File: config.mk
export PLATFORM = sky130hd
export DESIGN_NAME = mapps_peak
export DESIGN_NICKNAME = d
export VERILOG_FILES = /design/src/rtl/core/mapps_pkg.sv /design/src/rtl/core/mapps_peak.sv
export SDC_FILE = /design/constraint.sdc
export NUM_CORES = 1
export LEC_CHECK = 0
export ABC_AREA = 1
export BUFFER_PORTS_ARGS = -buffer_cell sky130_fd_sc_hd__clkbuf_2
export CORE_ASPECT_RATIO = 1.2
export CORE_MARGIN = 10
export CORE_UTILIZATION = 30
export DETAILED_ROUTE_END_ITERATION = 6
export GPL_ROUTABILITY_DRIVEN = 1
export PLACE_DENSITY = 0.6
export SKIP_CTS_REPAIR_TIMING = 1
export SLEW_MARGIN = 10
export SYNTH_ARGS = -nofsm -noshare
export SYNTH_HDL_FRONTEND = slang
export SYNTH_SLANG_ARGS = --single-unit
File: constraint.sdc
create_clock -name clk -period 5.3 [get_ports clk]
set_input_delay 0.795 -clock clk [delete_from_list [all_inputs] [get_ports clk]]
set_output_delay 0.795 -clock clk [all_outputs]
set_load 0.01 [all_outputs]
File: src/rtl/core/mapps_pkg.sv
// Shared constants, types and helper functions for the multi-antenna power peak search core.
package mapps_pkg;

  // Field widths
  localparam int SAMPLE_W   = 16;
  localparam int HSQ_W      = 30;   // floor(s*s/2) of a 16-bit signed sample
  localparam int POWER_W    = 33;
  localparam int INDEX_W    = 14;
  localparam int LEN_W      = 15;   // search length, up to MAX_SEARCH_LENGTH
  localparam int OFFSET_W   = 15;
  localparam int SYNC_W     = 11;
  localparam int OFF_CALC_W = 18;   // headroom for the offset arithmetic

  // Configuration register widths
  localparam int FFT_W      = 13;
  localparam int OSL_W      = 2;
  localparam int PREFIX_W   = 11;
  localparam int ANTS_W     = 3;
  localparam int CFG_DATA_W = 13;
  localparam int CFG_IDX_W  = 2;

  // Antenna lanes carried on the input word
  localparam int MAX_ANTENNAS = 4;
  localparam int NUM_LANES    = 2 * MAX_ANTENNAS;

  // Stream word widths
  localparam int IN_DATA_W  = NUM_LANES * SAMPLE_W;
  localparam int OUT_BITS   = INDEX_W + POWER_W + OFFSET_W;
  localparam int OUT_DATA_W = ((OUT_BITS + 7) / 8) * 8;

  // Output word field positions
  localparam int OUT_IDX_LSB = 0;
  localparam int OUT_PWR_LSB = INDEX_W;
  localparam int OUT_OFF_LSB = INDEX_W + POWER_W;

  localparam int MAX_SEARCH_LENGTH = 16384;
  localparam int SYNC_SHIFT        = 3;   // sync position is prefix / 8

  // Register indexes
  localparam logic [CFG_IDX_W-1:0] REG_FFT_SIZE        = 2'd0;
  localparam logic [CFG_IDX_W-1:0] REG_OVERSAMPLE_LOG2 = 2'd1;
  localparam logic [CFG_IDX_W-1:0] REG_PREFIX_SAMPLES  = 2'd2;
  localparam logic [CFG_IDX_W-1:0] REG_ANTENNAS_IN_USE = 2'd3;

  // Register reset values
  localparam logic [FFT_W-1:0]    FFT_SIZE_RST        = 13'd2048;
  localparam logic [OSL_W-1:0]    OVERSAMPLE_LOG2_RST = 2'd0;
  localparam logic [PREFIX_W-1:0] PREFIX_SAMPLES_RST  = 11'd144;
  localparam logic [ANTS_W-1:0]   ANTENNAS_IN_USE_RST = 3'd1;

  // Settings derived from the configuration registers
  typedef struct packed {
    logic [LEN_W-1:0]   len;
    logic [INDEX_W-1:0] half_len;
    logic [SYNC_W-1:0]  sync;
    logic [ANTS_W-1:0]  ants;
  } cfg_t;

  // Tracker state seen from outside the peak stage
  typedef struct packed {
    logic [INDEX_W-1:0] count;
    logic [POWER_W-1:0] best_power;
  } peak_stat_t;

  // fft_size << oversample_log2, saturated, with zero taken as one
  function automatic logic [LEN_W-1:0] search_len(input logic [FFT_W-1:0] fft,
                                                  input logic [OSL_W-1:0] osl);
    logic [FFT_W+2:0] wide;
    logic [LEN_W-1:0] len;
    wide = (FFT_W + 3)'(fft) << osl;
    if (wide > (FFT_W + 3)'(MAX_SEARCH_LENGTH)) begin
      len = LEN_W'(MAX_SEARCH_LENGTH);
    end else if (wide == '0) begin
      len = LEN_W'(1);
    end else begin
      len = wide[LEN_W-1:0];
    end
    return len;
  endfunction

  // (prefix / 8) << oversample_log2
  function automatic logic [SYNC_W-1:0] scaled_sync(input logic [PREFIX_W-1:0] prefix,
                                                    input logic [OSL_W-1:0] osl);
    logic [SYNC_W-1:0] base;
    base = SYNC_W'(prefix >> SYNC_SHIFT);
    return base << osl;
  endfunction

endpackage

File: src/rtl/core/mapps_peak.sv
// Peak tracker: first strict maximum, search length count, offset and result register.
module mapps_peak (
  input  logic                             clk,
  input  logic                             rst_n,
  input  logic                             pwr_valid,
  output logic                             pwr_ready,
  input  logic [mapps_pkg::POWER_W-1:0]    pwr,
  input  mapps_pkg::cfg_t                  cfg,
  output logic                             out_tvalid,
  input  logic                             out_tready,
  output logic [mapps_pkg::OUT_DATA_W-1:0] out_tdata,
  output logic                             res_load,
  output mapps_pkg::peak_stat_t            stat
);

  logic [mapps_pkg::INDEX_W-1:0]    count_r;
  logic [mapps_pkg::POWER_W-1:0]    best_power_r;
  logic [mapps_pkg::INDEX_W-1:0]    best_index_r;
  logic                             out_valid_r;
  logic [mapps_pkg::OUT_DATA_W-1:0] out_data_r;

  logic                             take;
  logic                             better;
  logic                             last;
  logic [mapps_pkg::POWER_W-1:0]    power_nxt;
  logic [mapps_pkg::INDEX_W-1:0]    index_nxt;
  logic [mapps_pkg::OFFSET_W-1:0]   off_cur;
  logic [mapps_pkg::OFFSET_W-1:0]   off_keep;
  logic [mapps_pkg::OFFSET_W-1:0]   offset_nxt;

  // Wrap the index to negative above half the length, then subtract the sync position
  function automatic logic [mapps_pkg::OFFSET_W-1:0] wrap_offset(
      input logic [mapps_pkg::INDEX_W-1:0] idx,
      input mapps_pkg::cfg_t               c);
    logic signed [mapps_pkg::OFF_CALC_W-1:0] v;
    v = $signed(mapps_pkg::OFF_CALC_W'(idx));
    if (idx > c.half_len) begin
      v = v - $signed(mapps_pkg::OFF_CALC_W'(c.len));
    end
    v = v - $signed(mapps_pkg::OFF_CALC_W'(c.sync));
    return v[mapps_pkg::OFFSET_W-1:0];
  endfunction

  assign pwr_ready = !out_valid_r || out_tready;
  assign take      = pwr_valid && pwr_ready;
  assign better    = pwr > best_power_r;
  assign last      = (mapps_pkg::LEN_W'(count_r) + mapps_pkg::LEN_W'(1)) >= cfg.len;
  assign res_load  = take && last;

  assign power_nxt = better ? pwr : best_power_r;
  assign index_nxt = better ? count_r : best_index_r;

  // Both candidates ahead of the compare keep the path short
  assign off_cur    = wrap_offset(count_r, cfg);
  assign off_keep   = wrap_offset(best_index_r, cfg);
  assign offset_nxt = better ? off_cur : off_keep;

  always_ff @(posedge clk) begin
    if (!rst_n) begin
      count_r      <= '0;
      best_power_r <= '0;
      best_index_r <= '0;
      out_valid_r  <= 1'b0;
    end else begin
      if (take) begin
        if (last) begin
          count_r      <= '0;
          best_power_r <= '0;
          best_index_r <= '0;
        end else begin
          count_r      <= count_r + mapps_pkg::INDEX_W'(1);
          best_power_r <= power_nxt;
          best_index_r <= index_nxt;
        end
      end
      if (res_load) begin
        out_valid_r <= 1'b1;
      end else if (out_tready) begin
        out_valid_r <= 1'b0;
      end
    end
  end

  always_ff @(posedge clk) begin
    if (res_load) begin
      out_data_r <= mapps_pkg::OUT_DATA_W'({offset_nxt, power_nxt, index_nxt});
    end
  end

  assign out_tvalid = out_valid_r;
  assign out_tdata  = out_data_r;
  assign stat       = '{count: count_r, best_power: best_power_r};

endmodule

# Yosys cells after proc, flatten, opt, wreduce, memory -nomap -nowiden

Index checks and enable logic that the tools add are counted.

Add/sub/neg operators: 6
Magnitude comparators: 4
Multiplexer cells: 10
Reduce and logical (&&, ||, !) cells: 5

Operator list:

| cell                                           | number |
|---|---|
| 2-to-1 mux 33 bit                              | 2 |
| 2-to-1 mux 15 bit                              | 3 |
| 2-to-1 mux 14 bit                              | 3 |
| greater-than comparator 33 bit                 | 1 |
| subtractor 14 x 15 -> 15 bit                   | 2 |
| subtractor 15 x 12 -> 15 bit                   | 2 |
| greater-than comparator 14 bit                 | 2 |
| adder 14 x 1 -> 15 bit (second input constant) | 1 |
| greater-or-equal comparator 15 bit             | 1 |
| adder 14 x 1 -> 14 bit (second input constant) | 1 |
| logical AND 1 bit                              | 2 |
| 2-to-1 mux 1 bit                               | 2 |
| nonzero test 2 bit                             | 1 |
| zero test 1 bit                                | 1 |
| logical OR 1 bit                               | 1 |

Bits in registers: 124
Bits of input ports: 80
Output and inout port bits: 114
Logic and storage cells: 30

# Longest topological paths before layout

Gate-level depths: netlist (run 1).

Depth after elaboration: 5
Mapped depth: 31
Gate-level depth less buffers: 30

# Worst setup path after synthesis (run 1)

No wires, ideal clock.

Path kind: reg-to-output
Start: register count_r[1] (netlist bit)
End: output port res_load
Arrival time: 3.809 ns
Data required time: 4.505 ns
Setup slack: 0.696 ns
Stages on the path, launching flop included: 17
Buffers on the path: 0
Cell sequence: dfxtp_1 -> nand2_1 -> nor2_2 -> nand4_1 -> or2_1 -> nor2_2 -> nand2_1 -> nor3_2 -> xor2_1 -> inv_1 -> ha_1 -> nand4_1 -> nor4b_1 -> nor2_2 -> inv_2 -> nand2_2 -> inv_1

Longest elaborated chain between the ends: 3

RTL lines:

| element                            | RTL line         | RTL |
|---|---|---|
| start, declared                    | mapps_peak.sv:16 | `logic [mapps_pkg::INDEX_W-1:0] count_r;` |
| start signal, assigned             | mapps_peak.sv:71 | `count_r <= count_r + mapps_pkg::INDEX_W'(1);` |
| adder 14 x 1 -> 15 bit             | mapps_peak.sv:47 | `assign last = (mapps_pkg::LEN_W'(count_r) + mapps_pkg::LEN_W'(1)) >= cfg.len;` |
| greater-or-equal comparator 15 bit | mapps_peak.sv:47 |  |
| logical AND 1 bit                  | mapps_peak.sv:48 | `assign res_load = take && last;` |
| end, declared                      | mapps_peak.sv:12 | `output logic res_load,` |

No other way between the ends.

# Final worst setup path (run 1)

Same ends and word-level chain as after synthesis.

==> results of run 1 <==
[per-layer routing]
layer  wire length [microns]  up-vias  track usage (%)
met4                     457        0             4.71
met2                   15200      229             27.0
met5                       0        -                0
li1                        -     4599                -
met3                    1930       27             3.88
met1                   13400     4112             18.0
[worst min-delay path: cells and delay by family, from the launching register on]
family	cells	cell delay (ns)
DFF	1	0.32
and+or+nand+nor	1	0.06
AOI/OAI and AO/OA	1	0.05
[worst max path at each step]
| stage | start | to | slack [ns] | depth (start not counted) |
|---|---|---|---|---|
| 3_3_place_gp | pwr[32] | out_tdata[60] | 0.60 | 25 |
| 6_report | count_r[1] | res_load | 0.83 | 16 |
| 3_5_place_dp | pwr[32] | out_tdata[60] | 0.59 | 26 |
| 2_1_floorplan | count_r[1] | res_load | 0.70 | 16 |
| 4_1_cts | count_r[1] | res_load | 0.80 | 16 |
| 5_1_grt | count_r[1] | res_load | 0.45 | 16 |
[sequential cells by signal, summed over array words and instances, names as in the netlist]
name and flops:
best_index_r 14, best_power_r 33, count_r 14, out_tdata 62, out_tvalid 1
[metrics by stage]
stage | hold WS [ns] | cell area (sq um) | setup slack (ns)
3_5_place_dp | 0.469 | 10900 | 0.589
3_3_place_gp | 0.468 | 10900 | 0.596
2_1_floorplan | 0.456 | 9570 | 0.696
4_1_cts | 0.478 | 11500 | 0.801
5_1_grt | 0.508 | 11500 | 0.448
6_report | 0.479 | 11500 | 0.827
[kinds of logic (layout without fill, tap and decap cells)]
| group | after synthesis | after routing | share of synthesized area (%) |
|---|---|---|---|
| and+or+nand+nor | 548 | 548 | 23.9 |
| adders and majority gates | 119 | 119 | 15.8 |
| other | 1 | 2 | 0.0392 |
| xor gates and xnor gates | 40 | 40 | 3.66 |
| AOI/OAI and AO/OA | 236 | 236 | 14.3 |
| DFF | 124 | 124 | 32.5 |
| buffers and inverters | 220 | 416 | 9.76 |
[cells in the mapped netlist (all sizes together) (4+ instances only)]
library cell	count	area share, %
a21o	4	0.31
a21oi	128	6.8
buf	28	2.2
clkbuf	10	0.39
dfxtp	62	13
edfxtp	62	19
ha	116	15
inv	182	7.1
nand2	395	16
nand3	48	2.5
nand4	16	1.0
nor2	74	3.1
nor3	10	0.58
o21ai	84	5.6
o22ai	5	0.33
xnor2	10	0.92
xor2	30	2.7
[power by group]
| group | internal (W) | switching (W) | total (W) | leakage, nW |
|---|---|---|---|---|
| registers | 0.00104 | 0.0000187 | 0.00106 | 1.09 |
| clock network | 0.000717 | 0.000496 | 0.00121 | 0.284 |
| logic | 0.000181 | 0.000330 | 0.000511 | 4.30 |
[cell type report]
cell class | instances | share of cell area [%]
Inverter | 182 | 5.95
Clock inverter | 13 | 1.35
Sequential cell | 124 | 27.0
Timing Repair Buffer | 202 | 9.22
Tap cell | 401 | 4.37
Clock buffer | 19 | 3.86
Multi-Input combinational cell | 945 | 48.2
==> summary.txt, run 1 <==
Pwr dens = 242 mW/mm^2
Tmin final = 4.47 ns
Top delay family on crit path = simple AND/OR/NAND/NOR gates
Placed cells = 1854
Clock Sinks = 124
Sequential share of the synthesized area = 32.5%
Crit path kind = reg -> out
Final Power = 0.00278 W
Share of cells above drive strength 1 = 20.9%
Highest clock rate = 224 MHz
Hold Startpoint = best_power_r[29]
Final wirelength = 31000 microns
Final Util = 36.5%
RR Endpoint = out_tdata[60]
Synth unique cells = 46
Core area = 0.0314 sq mm
Setup TNS = 0 ns
Crit-path cells = ha_1, nand2_1, nor2_1, nand3_1, nor4_2, nand2_1, xor2_1, ha_1, inv_1, nor2_1, nor4b_1, nor2_2, inv_2, nand2_2, inv_2, clkbuf_2
Worst path max stage delay = 0.59 ns
Status = complete, no violations
DR vias = 8967
Initial Utilization = 30.4%
Multi-input gate area = 0.00553 sq mm
Slew Viols, Final = 0
Layout net count = 1671
Setup crit start kind = flop
Worst r2r src = best_power_r[32]
Most frequent cells in the layout = nand2_1, clkbuf_2, inv_1, a21oi_1, ha_1
Worst-Skew Late Latency = 0.43 ns
CTS HTree Levels = 4
Final setup violation count = 0
Drt drc = 0
Cell count of the worst reg-to-reg path = 26
Die H = 216 microns
Die Footprint = 0.0394 sq mm
Overall Global Routing Usage = 15.4%
CP max FO = 9
Worst vdd ir = 0.173 mV
Hold path depth = 2
Clock-pin slew on the worst setup and hold paths = 0.07 ns
GP Congestion = 0.935
Clock Skew = 0.0163 ns
Fin. Hold Viols = 0
N_diodes = 0
Largest net degree at the start of global routing = 67
Seq cells post-synth = 124
Clock Tree Buf Depth = 2
Commonest non-fill, non-tap cell in the layout = nand2_1
Mapped Cells = 1288
Register area = 0.00310 sq mm
Antenna viol nets, final = 0
Final worst path period share = 84.4%
Number of synthesized flops with an enable pin = 62
Drt first pass iters = 5
Worst hold path type = reg -> reg
DP Wirelength = 24100 microns
WP buf/inv = 4
Die span in x = 183 microns
Max transition margin = 34.1%
# Max-Cap Violations = 0
Vias in the first global route = 8886
IO Count = 194
Flop-to-flop setup slack = 1.05 ns
Average wire per standard cell = 16.5 microns
Initial DRC Count = 509
CP endpoint kind = output pin
Ys async rst share = 0%
Leak = 5.68 nW
Unrepaired setup endpoints after global routing = no
Num CTS Buffers = 17
Port bufs = 188
WHS Endpoint = best_power_r[29]
Number of core rows = 71
CTS tree = done
Critical Path Slowest Stage Cell = dfxtp_1
Final cell count without fillers = 1886
Slew @ Worst Pin = 0.989 ns
Clk root buf = clkbuf_16
Layout fillers = 3393
Area grow syn2layout = 20.0%
Synth Flop Type = edfxtp_1
Grt total ovfl = 0
Syn_area_per_cell = 7.42 sq um
Antenna violations before repair = 0
First-pass GRT wire length = 48100 microns
Arrival time worst endpoint = 3.68 ns
DR vias/cell = 4.75
Worst Path Required = 4.51 ns
Post-Synthesis Cell Area = 0.00956 sq mm
YS warnings = 0
No activity file was read; power rests on OpenSTA's default activity.
==> run 2: changes to the inputs <==
clock period = 4.4 ns   (was 5.3 ns; I/O delays follow)
==> summary.txt, run 2 (same netlist as run 1, synthesis figures left out) <==
Status = complete, no violations (unchanged)
Layout fillers = 3350 (was 3393)
Clock Skew = 0.0153 ns (was 0.0163 ns)
Final Util = 37.3% (was 36.5%)
Num CTS Buffers = 17 (unchanged)
Overall Global Routing Usage = 15.2% (was 15.4%)
Drt first pass iters = 7 (was 5)
Worst hold path type = reg -> reg (unchanged)
Final worst path period share = 93.8%
Hold Startpoint = best_power_r[3] (was best_power_r[29])
Arrival time worst endpoint = 3.47 ns (was 3.68 ns)
Clk root buf = clkbuf_16 (unchanged)
Unrepaired setup endpoints after global routing = no (unchanged)
Worst vdd ir = 0.171 mV (was 0.173 mV)
GP Congestion = 0.893 (was 0.935)
Crit path kind = reg -> out (unchanged)
Layout net count = 1697 (was 1671)
Initial Utilization = 30.4% (unchanged)
Average wire per standard cell = 16.2 microns (was 16.5 microns)
Die span in x = 183 microns (unchanged)
Worst-Skew Late Latency = 0.43 ns (about the same)
Share of cells above drive strength 1 = 22.8% (was 20.9%)
# Max-Cap Violations = 0 (unchanged)
CP endpoint kind = output pin (unchanged)
Die Footprint = 0.0394 sq mm (unchanged)
N_diodes = 0 (unchanged)
Clock Sinks = 124 (unchanged)
First-pass GRT wire length = 47600 microns (was 48100 microns)
Pre-CTS setup slack = 0.128 ns (was 0.589 ns)
Fin. Hold Viols = 0 (unchanged)
Highest clock rate = 242 MHz
Antenna viol nets, final = 0 (unchanged)
Clock-pin slew on the worst setup and hold paths = 0.07 ns (about the same)
Max reg flops = 62 (unchanged)
Setup TNS = 0 ns (unchanged)
Final setup violation count = 0 (unchanged)
Max transition margin = 34.6% (was 34.1%)
Slew Viols, Final = 0 (unchanged)
DP Wirelength = 24100 microns (about the same)
Grt total ovfl = 0 (unchanged)
Antenna violations before repair = 0 (unchanged)
CP max FO = 5 (was 9)
CTS HTree Levels = 4 (unchanged)
Core area = 0.0314 sq mm (unchanged)
Leak = 5.79 nW (was 5.68 nW)
Clock Tree Buf Depth = 2 (unchanged)
Vias in the first global route = 8811 (was 8886)
Port bufs = 188 (unchanged)
Setup crit start kind = flop (unchanged)
Commonest non-fill, non-tap cell in the layout = nand2_1 (unchanged)
CTS tree = done (unchanged)
Largest net degree at the start of global routing = 64 (was 67)
DR vias/cell = 4.75 (about the same)
IO Count = 194 (unchanged)
Worst r2r src = best_power_r[32] (unchanged)
Final WS setup = 0.271 ns (was 0.827 ns)
Most frequent cells in the layout = nand2_1, clkbuf_2, inv_1, a21oi_1, ha_1 (unchanged)
Final wirelength = 30900 microns (was 31000 microns)
Crit. Startpoint = count_r[1] (unchanged)
Number of core rows = 71 (unchanged)
Worst Path Required = 3.74 ns (was 4.51 ns)
Drt drc = 0 (unchanged)
Slew @ Worst Pin = 0.981 ns (was 0.989 ns)
Initial DRC Count = 557 (was 509)
DR vias = 9080 (was 8967)
Tmin final = 4.13 ns
Pwr dens = 285 mW/mm^2 (was 242 mW/mm^2)
Die H = 216 microns (unchanged)
Area grow syn2layout = 22.8% (was 20.0%)
-- run 2: path summary, 6_finish.rpt --
| check | endpoint | slack (ns) | cells past startpoint |
|---|---|---|---|
| hold / removal | best_power_r[3] | 0.48 | 2 |
| hold reg to reg | best_power_r[3] | 0.48 | 2 |
| setup reg to reg | out_tdata[60] | 0.49 | 25 |
| setup / recovery | res_load | 0.27 | 21 |
-- run 2: layout make-up --
class,instances,area (sq um),share of cell area [%]
sequential,124,3110,26.5
clock inverter,14,160,1.36
multi-input combinational,945,5580,47.5
clock buffer,18,429,3.65
inverter,182,687,5.85
tap,401,502,4.27
timing repair buffer,228,1280,10.9
-- run 2: where the power goes --
| part | internal [W] | switching (W) |
|---|---|---|
| Combinational | 0.000235 | 0.000401 |
| Clock | 0.000847 | 0.000593 |
| Sequential | 0.00125 | 0.0000222 |
| Total | 0.00233 | 0.00102 |
-- run 2: worst max-delay path: stages (launching register included) --
cell and delay [ns]:
dfxtp_4 0.36, buf_6 0.12, nand2_1 0.08, nor2_4 0.13, nand4_1 0.13, or2_1 0.29
nor2_2 0.15, nand4_1 0.16, o21ai_1 0.17, o21a_1 0.16, ha_1 0.24, nand2_2 0.08
inv_1 0.05, nand3_2 0.07, inv_1 0.06, a21oi_2 0.13, nand2_1 0.09, nor2_4 0.15
inv_2 0.06, nand2_4 0.08, clkinvlp_4 0.13, buf_6 0.15
-- run 2: stage by stage --
stage | power, W | hold slack (ns) | std cells | cell area (sq um)
floorplan | 0.00174 | 0.456 | 1289 | 9570
detailed placement | 0.00193 | 0.473 | 1876 | 11100
finish | 0.00335 | 0.479 | 1912 | 11700
global route | 0.00352 | 0.510 | 1912 | 11700
global placement | 0.00191 | 0.467 | 1876 | 11100
CTS | 0.00338 | 0.483 | 1908 | 11700
-- run 2: per-layer routing --
metal / global-route usage (%) / share of wire [%] / vias up
li1: - / - / 4638
met1: 17.9 / 44 / 4172
met2: 26.2 / 49 / 246
met3: 3.95 / 6.0 / 24
met4: 4.57 / 1.3 / 0
met5: 0 / 0 / -
